**config.mk**
```make
export PLATFORM = sky130hd
export DESIGN_NAME = lru_key_cache_top
export DESIGN_NICKNAME = d
export VERILOG_FILES = /design/src/lkc_pkg.sv /design/src/lkc_core.sv /design/src/lru_key_cache_top.sv
export SDC_FILE = /design/constraint.sdc
export NUM_CORES = 1
export LEC_CHECK = 0
export ABC_CLOCK_PERIOD_IN_PS = 7450
export BUFFER_PORTS_ARGS = -buffer_cell sky130_fd_sc_hd__buf_2
export CAP_MARGIN = 0
export CORE_MARGIN = 8
export CORE_UTILIZATION = 50
export DETAILED_ROUTE_END_ITERATION = 6
export PLACE_DENSITY = 0.67
export SLEW_MARGIN = 10
export SYNTH_ARGS = -nofsm -noshare
export SYNTH_HDL_FRONTEND = slang
export SYNTH_SLANG_ARGS = --single-unit
export TNS_END_PERCENT = 50
```
**constraint.sdc**
```tcl
create_clock -name i_clk -period 7.45 [get_ports i_clk]
set_clock_uncertainty 0.05 [all_clocks]
set_input_delay 1.49 -clock i_clk [delete_from_list [all_inputs] [get_ports i_clk]]
set_output_delay 1.49 -clock i_clk [all_outputs]
set_load 0.02 [all_outputs]
```
**src/lkc_pkg.sv**
```systemverilog
// lkc_pkg: shared constants and types for the lru key cache
// no dependencies; used by lkc_core, lru_key_cache_top, lru_result_check and testbench

package lkc_pkg;

    // default geometry of the store
    localparam int DEPTH_DEF    = 8;
    localparam int KEY_BITS_DEF = 32;

    // capacity register
    localparam int              CAP_BITS  = 4;
    localparam logic [CAP_BITS-1:0] CAP_RESET = 4'd8;

    // width of the reported evicted key
    localparam int OUT_KEY_BITS = 32;

    // result of one access, passed from the core to the output register
    typedef struct packed {
        logic                    hit;
        logic                    evicted;
        logic [OUT_KEY_BITS-1:0] evicted_key;
    } t_result;

endpackage

```
**src/lkc_core.sv**
```systemverilog
// lkc_core: key store, valid marks, recency ranks and the combinational lookup with registered update
// depends on lkc_pkg

module lkc_core #(
    parameter int DEPTH    = lkc_pkg::DEPTH_DEF,
    parameter int KEY_BITS = lkc_pkg::KEY_BITS_DEF
) (
    input  logic                          i_clk,
    input  logic                          i_rst_n,
    input  logic                          i_step,
    input  logic [KEY_BITS-1:0]           i_key,
    input  logic [lkc_pkg::CAP_BITS-1:0]  i_capacity,
    output lkc_pkg::t_result              o_result
);

    localparam int RANK_BITS = (DEPTH > 1) ? $clog2(DEPTH) : 1;
    localparam int OCC_BITS  = $clog2(DEPTH + 1);
    localparam int CMP_BITS  = (OCC_BITS > lkc_pkg::CAP_BITS) ? OCC_BITS : lkc_pkg::CAP_BITS;
    localparam int EXT_BITS  = KEY_BITS + lkc_pkg::OUT_KEY_BITS;

    // state
    logic [KEY_BITS-1:0]  r_key  [DEPTH];
    logic [DEPTH-1:0]     r_valid;
    logic [RANK_BITS-1:0] r_rank [DEPTH];
    logic [OCC_BITS-1:0]  r_occ;

    logic [DEPTH-1:0]     n_valid;
    logic [RANK_BITS-1:0] n_rank [DEPTH];
    logic [OCC_BITS-1:0]  n_occ;

    logic [DEPTH-1:0]     match;
    logic [DEPTH-1:0]     victim;
    logic [DEPTH-1:0]     kept;
    logic [DEPTH-1:0]     free_slot;
    logic                 hit;
    logic                 need_evict;
    logic                 gone;
    logic [RANK_BITS-1:0] hit_rank;
    logic [RANK_BITS-1:0] lru_rank;
    logic [KEY_BITS-1:0]  victim_key;
    logic [EXT_BITS-1:0]  victim_key_ext;
    logic [CMP_BITS-1:0]  cap_ext;
    logic [CMP_BITS-1:0]  occ_ext;
    logic [CMP_BITS-1:0]  eff_cap;

    // effective capacity: zero reads as one, saturated at the depth
    always_comb begin
        cap_ext = CMP_BITS'(i_capacity);
        occ_ext = CMP_BITS'(r_occ);
        if (cap_ext == '0) begin
            eff_cap = CMP_BITS'(1);
        end else if (cap_ext > CMP_BITS'(DEPTH)) begin
            eff_cap = CMP_BITS'(DEPTH);
        end else begin
            eff_cap = cap_ext;
        end
    end

    // parallel tag compare
    always_comb begin
        hit_rank = '0;
        for (int i = 0; i < DEPTH; i++) begin
            match[i] = r_valid[i] && (r_key[i] == i_key);
            if (match[i]) begin
                hit_rank = hit_rank | r_rank[i];
            end
        end
        hit = |match;
    end

    // victim selection: the valid entry with the oldest rank
    always_comb begin
        lru_rank   = RANK_BITS'(r_occ - OCC_BITS'(1));
        need_evict = !hit && (occ_ext >= eff_cap) && (r_occ != '0);
        victim_key = '0;
        for (int i = 0; i < DEPTH; i++) begin
            victim[i] = need_evict && r_valid[i] && (r_rank[i] == lru_rank);
            if (victim[i]) begin
                victim_key = victim_key | r_key[i];
            end
        end
        gone           = |victim;
        victim_key_ext = EXT_BITS'(victim_key);
    end

    // lowest free slot once the victim is gone
    assign kept      = r_valid & ~victim;
    assign free_slot = ~kept & (kept + DEPTH'(1));

    // next valid marks, ranks and occupancy
    always_comb begin
        n_valid = r_valid;
        n_occ   = r_occ;
        for (int i = 0; i < DEPTH; i++) begin
            n_rank[i] = r_rank[i];
        end
        if (hit) begin
            for (int i = 0; i < DEPTH; i++) begin
                if (match[i]) begin
                    n_rank[i] = '0;
                end else if (r_valid[i] && (r_rank[i] < hit_rank)) begin
                    n_rank[i] = r_rank[i] + RANK_BITS'(1);
                end
            end
        end else begin
            for (int i = 0; i < DEPTH; i++) begin
                if (kept[i]) begin
                    n_rank[i] = r_rank[i] + RANK_BITS'(1);
                end else begin
                    n_rank[i] = '0;
                end
            end
            n_valid = kept | free_slot;
            n_occ   = r_occ - OCC_BITS'(gone) + OCC_BITS'(|free_slot);
        end
    end

    // control state
    always_ff @(posedge i_clk) begin
        if (!i_rst_n) begin
            r_valid <= '0;
            r_occ   <= '0;
            for (int i = 0; i < DEPTH; i++) begin
                r_rank[i] <= '0;
            end
        end else if (i_step) begin
            r_valid <= n_valid;
            r_occ   <= n_occ;
            for (int i = 0; i < DEPTH; i++) begin
                r_rank[i] <= n_rank[i];
            end
        end
    end

    // key store, written only into the slot that takes the new key
    always_ff @(posedge i_clk) begin
        for (int i = 0; i < DEPTH; i++) begin
            if (i_step && !hit && free_slot[i]) begin
                r_key[i] <= i_key;
            end
        end
    end

    // result of this access
    always_comb begin
        o_result.hit         = hit;
        o_result.evicted     = gone;
        o_result.evicted_key = victim_key_ext[lkc_pkg::OUT_KEY_BITS-1:0];
    end

    // occupancy tracks the number of valid marks
    a_occ_count: assert property (@(posedge i_clk) disable iff (!i_rst_n)
        r_occ == OCC_BITS'($countones(r_valid)))
        else $error("occupancy does not match valid marks");

    // at most one victim per access
    a_victim_onehot: assert property (@(posedge i_clk) disable iff (!i_rst_n)
        $onehot0(victim))
        else $error("more than one victim selected");

    // a hit leaves occupancy and valid marks alone
    a_hit_stable: assert property (@(posedge i_clk) disable iff (!i_rst_n)
        (i_step && hit) |=> ($stable(r_occ) && $stable(r_valid)))
        else $error("hit changed occupancy");

    // eviction only with the store at or above capacity
    a_evict_full: assert property (@(posedge i_clk) disable iff (!i_rst_n)
        (i_step && gone) |-> (!hit && (occ_ext >= eff_cap)))
        else $error("eviction below capacity");

    // a miss always finds a slot for the new key
    a_miss_slot: assert property (@(posedge i_clk) disable iff (!i_rst_n)
        (i_step && !hit) |-> (free_slot != '0))
        else $error("miss found no free slot");

endmodule

```
**src/lru_key_cache_top.sv**
```systemverilog
// lru_key_cache_top: fully associative lru key cache with input and result registers
// depends on lkc_pkg and lkc_core
//
// path: an accepted word waits in the input register, its result in the result register
// throughput: one word per cycle unless stalled, set by the tag compare and rank update
// the output register holds a stalled result while a new word waits in the input register
// reset (synchronous, active low): valid marks, ranks and occupancy cleared,
// capacity set to 8; the key store is not cleared

module lru_key_cache_top #(
    parameter int DEPTH    = lkc_pkg::DEPTH_DEF,
    parameter int KEY_BITS = lkc_pkg::KEY_BITS_DEF
) (
    input  logic                              i_clk,
    input  logic                              i_rst_n,
    // configuration
    input  logic                              i_cfg_wr_en,
    input  logic [lkc_pkg::CAP_BITS-1:0]      i_cfg_wr_data,
    // input channel
    input  logic                              i_in_valid,
    output logic                              o_in_stall,
    input  logic [KEY_BITS-1:0]               i_key_tag,
    // output channel
    output logic                              o_out_valid,
    input  logic                              i_out_stall,
    output logic                              o_hit,
    output logic                              o_evicted,
    output logic [lkc_pkg::OUT_KEY_BITS-1:0]  o_evicted_key
);

    logic [lkc_pkg::CAP_BITS-1:0] r_capacity;
    logic                         r_in_valid;
    logic [KEY_BITS-1:0]          r_in_key;
    logic                         r_out_valid;
    lkc_pkg::t_result             r_out;
    lkc_pkg::t_result             n_out;
    logic                         step;
    logic                         in_take;

    // capacity register
    always_ff @(posedge i_clk) begin
        if (!i_rst_n) begin
            r_capacity <= lkc_pkg::CAP_RESET;
        end else if (i_cfg_wr_en) begin
            r_capacity <= i_cfg_wr_data;
        end
    end

    // the held word moves on when the result register is free or being emptied
    assign step       = r_in_valid && (!r_out_valid || !i_out_stall);
    assign o_in_stall = r_in_valid && !step;
    assign in_take    = i_in_valid && !o_in_stall;

    // input register
    always_ff @(posedge i_clk) begin
        if (!i_rst_n) begin
            r_in_valid <= 1'b0;
        end else if (in_take) begin
            r_in_valid <= 1'b1;
        end else if (step) begin
            r_in_valid <= 1'b0;
        end
    end

    always_ff @(posedge i_clk) begin
        if (in_take) begin
            r_in_key <= i_key_tag;
        end
    end

    // lookup and update
    lkc_core #(
        .DEPTH    (DEPTH),
        .KEY_BITS (KEY_BITS)
    ) u_core (
        .i_clk      (i_clk),
        .i_rst_n    (i_rst_n),
        .i_step     (step),
        .i_key      (r_in_key),
        .i_capacity (r_capacity),
        .o_result   (n_out)
    );

    // result register
    always_ff @(posedge i_clk) begin
        if (!i_rst_n) begin
            r_out_valid <= 1'b0;
        end else if (step) begin
            r_out_valid <= 1'b1;
        end else if (!i_out_stall) begin
            r_out_valid <= 1'b0;
        end
    end

    always_ff @(posedge i_clk) begin
        if (step) begin
            r_out <= n_out;
        end
    end

    assign o_out_valid   = r_out_valid;
    assign o_hit         = r_out.hit;
    assign o_evicted     = r_out.evicted;
    assign o_evicted_key = r_out.evicted_key;

endmodule

```
==> results_dict.tcl <==
set metrics [dict create \
    total_of_max_cap_violations 0 \
    grt-ovfl-total 0 \
    postCtsSetupBuffers 0 \
    clock_tree.htree_level_count 2 \
    startpoint "r_in_key[6]" \
    grt.met1_usage_pct 40.8 \
    detail_route.first_pass.iterations 5 \
    final_cells 1932 \
    die-area_sq_um 41900 \
    timing_worst_slew_pin_value_ns 1.29 \
    dpl-instance-area_sq_um 18700 \
    class_of_the_tightest_hold_or_removal_check "reg -> reg" \
    via_count_of_the_first_global_routing_pass 12100 \
    post-route-drc-count 0 \
    die_x_um 205 \
    static-leakage-power_uw 0.00660 \
    power_density_nw_per_um2 234 \
    period_share_pct 76.0 \
    post_synth_edffs 346 \
    timing.critical_path.arrival_ns 6.05 \
    tritoncts.num_buffers 40 \
    grt_antenna_before_repair 0 \
    layout-area-overhead-vs-synth_pct 12.4 \
    synth_top_flop_cell "sky130_fd_sc_hd__edfxtp_1" \
    synth_cells 1365 \
    endpoint_kind "register" \
    floorplan.initialDensity_pct 50.4 \
    dp_hpwl_um 45500 \
    fmaxAchievable_mhz 177 \
    synth_area_per_cell_sq_um 13.0 \
    critical_path.max_fanout 33 \
    hold_ws_ns 0.462 \
    layout_setup_ws_ns 1.79 \
    detail_route.vias_per_cell 6.66 \
    antenna-diode-count 0 \
    cp-endpoint "u_core.occ_ext[2]" \
    use_met2_pct 45.0 \
    reg2reg_from "r_in_key[6]" \
    chipHeight_um 205 \
    portBuffers 76 \
    track_usage_pct 29.7 \
    wl_um 63000 \
    finalInstanceArea_sq_um 20000 \
    holdBufCountCts 0 \
    setup_violations_final 0 \
    post_cts_resized 0 \
    r2r_setup_slack_ns 1.79 \
    worst_r2r_path_depth 18 \
    fin_nets 1517 \
    avgRoutedWirePerCell_um 32.6 \
    start_kind "register" \
    global_route_hottest_layer "met2" \
    setup_total_negative_slack_ns 0 \
    worst_r2r_dst "u_core.occ_ext[2]" \
    count_of_different_cell_masters_after_synthesis 60 \
    antenna_violating_nets_post_route 0 \
    hold_viol 0 \
    post_route_cells_drive_above_1_share_pct 12.2 \
    irDropWorstVdd_mv 0.209 \
    gpl.final_weighted_congestion 1.09 \
    syn_nets 1441 \
    yosysWarnings 0 \
    required_worst_endpoint_ns 7.83 \
    relSlewSlack_pct 12.7 \
    num_vias 12900 \
    detailedPlace.worstSlack_ns 1.68 \
    netlist_area_sq_um 17800 \
    tritoncts_clock_tree "built" \
    first_pass_grt_wire_length_um 89100 \
    worst_setup_hold_path_clk_slew_ns 0.06 \
    asyncSetResetFlopFracSynth_pct 0 \
    sequential_share_of_the_synthesized_area_pct 60.4 \
    synth_seq_cells 364 \
    cts.path.max_buffers 3 \
    placed_cells_incl_taps 1860 \
    status "finished clean" \
    initialDrtViolationCount 1775 \
    boundaryPins 77 \
    rsz0062_at_grt "no" \
    timing_max_transition_violations_final 0 \
    core_region_area_sq_um 35300 \
    core.rowCount 69 \
    clkLatencyLatePin_ns 0.57 \
    clockRootBuffer "sky130_fd_sc_hd__clkbuf_16" \
    cts_sinks 364 \
    groute.layer.met3.usage_pct 5.65 \
    grt_start_max_net_pins 35 \
    timing.final.crit_period_ns 5.66 \
    worstSetupPathType "reg -> reg" \
]
==> worst min-delay path by stage <==
stage | start | end | slack (ns) | cells past startpoint
after detailed placement | r_in_valid | o_out_valid | 0.46 | 2
after global routing | r_capacity[0] | r_capacity[0] | 0.50 | 2
final | r_in_valid | o_out_valid | 0.46 | 2
after floorplan | r_in_valid | o_out_valid | 0.40 | 2
after global placement | r_in_valid | o_out_valid | 0.43 | 2
after CTS | r_in_valid | o_out_valid | 0.47 | 2
==> critical path: stages (launching register included) <==
cell                       delay, ns
sky130_fd_sc_hd__edfxtp_1       0.67
sky130_fd_sc_hd__xnor2_1        0.65
sky130_fd_sc_hd__nand4_1        0.15
sky130_fd_sc_hd__or4_1          0.64
sky130_fd_sc_hd__nor3_1         0.76
sky130_fd_sc_hd__nor4_2         0.17
sky130_fd_sc_hd__nand3_4        0.34
sky130_fd_sc_hd__nor2_2         0.07
sky130_fd_sc_hd__buf_4          0.32
sky130_fd_sc_hd__nor3_1         0.27
sky130_fd_sc_hd__nand2_1        0.13
sky130_fd_sc_hd__ha_1           0.29
sky130_fd_sc_hd__inv_1          0.06
sky130_fd_sc_hd__ha_1           0.16
sky130_fd_sc_hd__inv_1          0.06
sky130_fd_sc_hd__fa_1           0.40
sky130_fd_sc_hd__xnor2_1        0.14
sky130_fd_sc_hd__mux2i_1        0.13
sky130_fd_sc_hd__nor2_1         0.05
==> per-stage QoR <==
stage          total power (uW)  util [%]
2_1_floorplan              2590         -
3_3_place_gp               2740      53.0
3_5_place_dp               2750      53.0
4_1_cts                    4700      56.6
5_1_grt                    4800      56.6
6_report                   4690      56.6
==> placed cells by master (no fill, tap or decap), types with 4 or more instances in the layout <==
master                        n
sky130_fd_sc_hd__a21o_1       5
sky130_fd_sc_hd__a21oi_1     23
sky130_fd_sc_hd__a221oi_1     8
sky130_fd_sc_hd__a22o_1      11
sky130_fd_sc_hd__a22oi_1    112
sky130_fd_sc_hd__and3_1       6
sky130_fd_sc_hd__buf_2       76
sky130_fd_sc_hd__buf_4       22
sky130_fd_sc_hd__bufinv_16    4
sky130_fd_sc_hd__clkbuf_1     7
sky130_fd_sc_hd__clkbuf_16   41
sky130_fd_sc_hd__clkinv_1     8
sky130_fd_sc_hd__clkinv_2     8
sky130_fd_sc_hd__dfxtp_1     18
sky130_fd_sc_hd__edfxtp_1   346
sky130_fd_sc_hd__ha_1        34
sky130_fd_sc_hd__inv_1       30
sky130_fd_sc_hd__mux2i_1      5
sky130_fd_sc_hd__nand2_1     38
sky130_fd_sc_hd__nand3_1     29
sky130_fd_sc_hd__nand3b_1     5
sky130_fd_sc_hd__nand4_1     80
sky130_fd_sc_hd__nor2_1      57
sky130_fd_sc_hd__nor2_4       6
sky130_fd_sc_hd__nor2b_1      4
sky130_fd_sc_hd__nor3_1      26
sky130_fd_sc_hd__nor3_2       6
sky130_fd_sc_hd__nor4_1      67
sky130_fd_sc_hd__nor4b_1      4
sky130_fd_sc_hd__o21a_1       8
sky130_fd_sc_hd__o21ai_0     16
sky130_fd_sc_hd__o31a_1       8
sky130_fd_sc_hd__o31ai_1      4
sky130_fd_sc_hd__or4_1        7
sky130_fd_sc_hd__xnor2_1    134
sky130_fd_sc_hd__xor2_1     154
==> cells in the mapped netlist, drive strengths merged, types with 2 or more instances <==
cell / count / share of area [%]
clkbuf: 27 / 0.57
o211ai: 2 / 0.084
nor4b: 4 / 0.20
nand3b: 5 / 0.21
a21boi: 2 / 0.084
nor3: 32 / 0.90
a21oi: 23 / 0.65
xnor2: 134 / 6.6
a22o: 11 / 0.54
inv: 31 / 0.65
o311ai: 2 / 0.098
nor3b: 2 / 0.084
or4bb: 2 / 0.13
nand3: 30 / 0.91
and4: 3 / 0.15
nand4b: 3 / 0.15
a211oi: 2 / 0.084
nand2: 38 / 0.80
nand2b: 3 / 0.11
nor4: 70 / 2.6
dfxtp: 18 / 2.0
nor2: 66 / 1.5
mux2i: 5 / 0.28
o211a: 3 / 0.17
a221oi: 8 / 0.39
nor2b: 6 / 0.21
o22ai: 2 / 0.070
o21a: 8 / 0.34
a22oi: 112 / 4.7
a21o: 5 / 0.21
o31a: 8 / 0.39
edfxtp: 346 / 58
or3: 2 / 0.070
xor2: 154 / 7.6
buf: 37 / 1.1
ha: 34 / 2.4
or4: 8 / 0.36
and3: 6 / 0.21
o21ai: 16 / 0.45
o31ai: 4 / 0.17
nand4: 80 / 2.8
==> final cells by class <==
type                       instances  area (sq um)
fill                            2857         15300
inverter                          32           120
sequential                       364         10800
clock inverter                    23           219
multi-input combinational        905          6710
clock buffer                      49          1070
tap                              461           577
timing repair buffer              98           546
==> state kept, by name, indices dropped and copies added, names as in the netlist, 4 cells and up <==
register / count
o_evicted_key: 32
u_core.occ_ext: 4
u_core.r_valid: 8
r_capacity: 4
r_in_key: 32
u_core.r_key: 256
u_core.r_rank: 24
==> cell families after synthesis <==
kind of cell               after synthesis  share of synthesized area (%)
AOI/OAI and AO/OA                      215                           8.83
and+or+nand+nor                        362                           11.4
adders and majority gates               35                           2.50
muxes                                    5                          0.281
DFF                                    364                           60.4
buffers and inverters                   96                           2.34
xor gates and xnor gates               288                           14.2
==> report_power, final <==
part | total (uW) | internal, uW | switching, uW
logic | 346 | 112 | 233
clock network | 1970 | 1160 | 815
registers | 2370 | 2290 | 84.4
total | 4690 | 3560 | 1130
==> layer usage <==
metal,up-vias,part of all wire (%)
met5,-,0
met4,0,5.3
met3,158,9.8
met2,846,45
met1,6443,40
li1,5419,-
(Power assumes the default switching activity.)
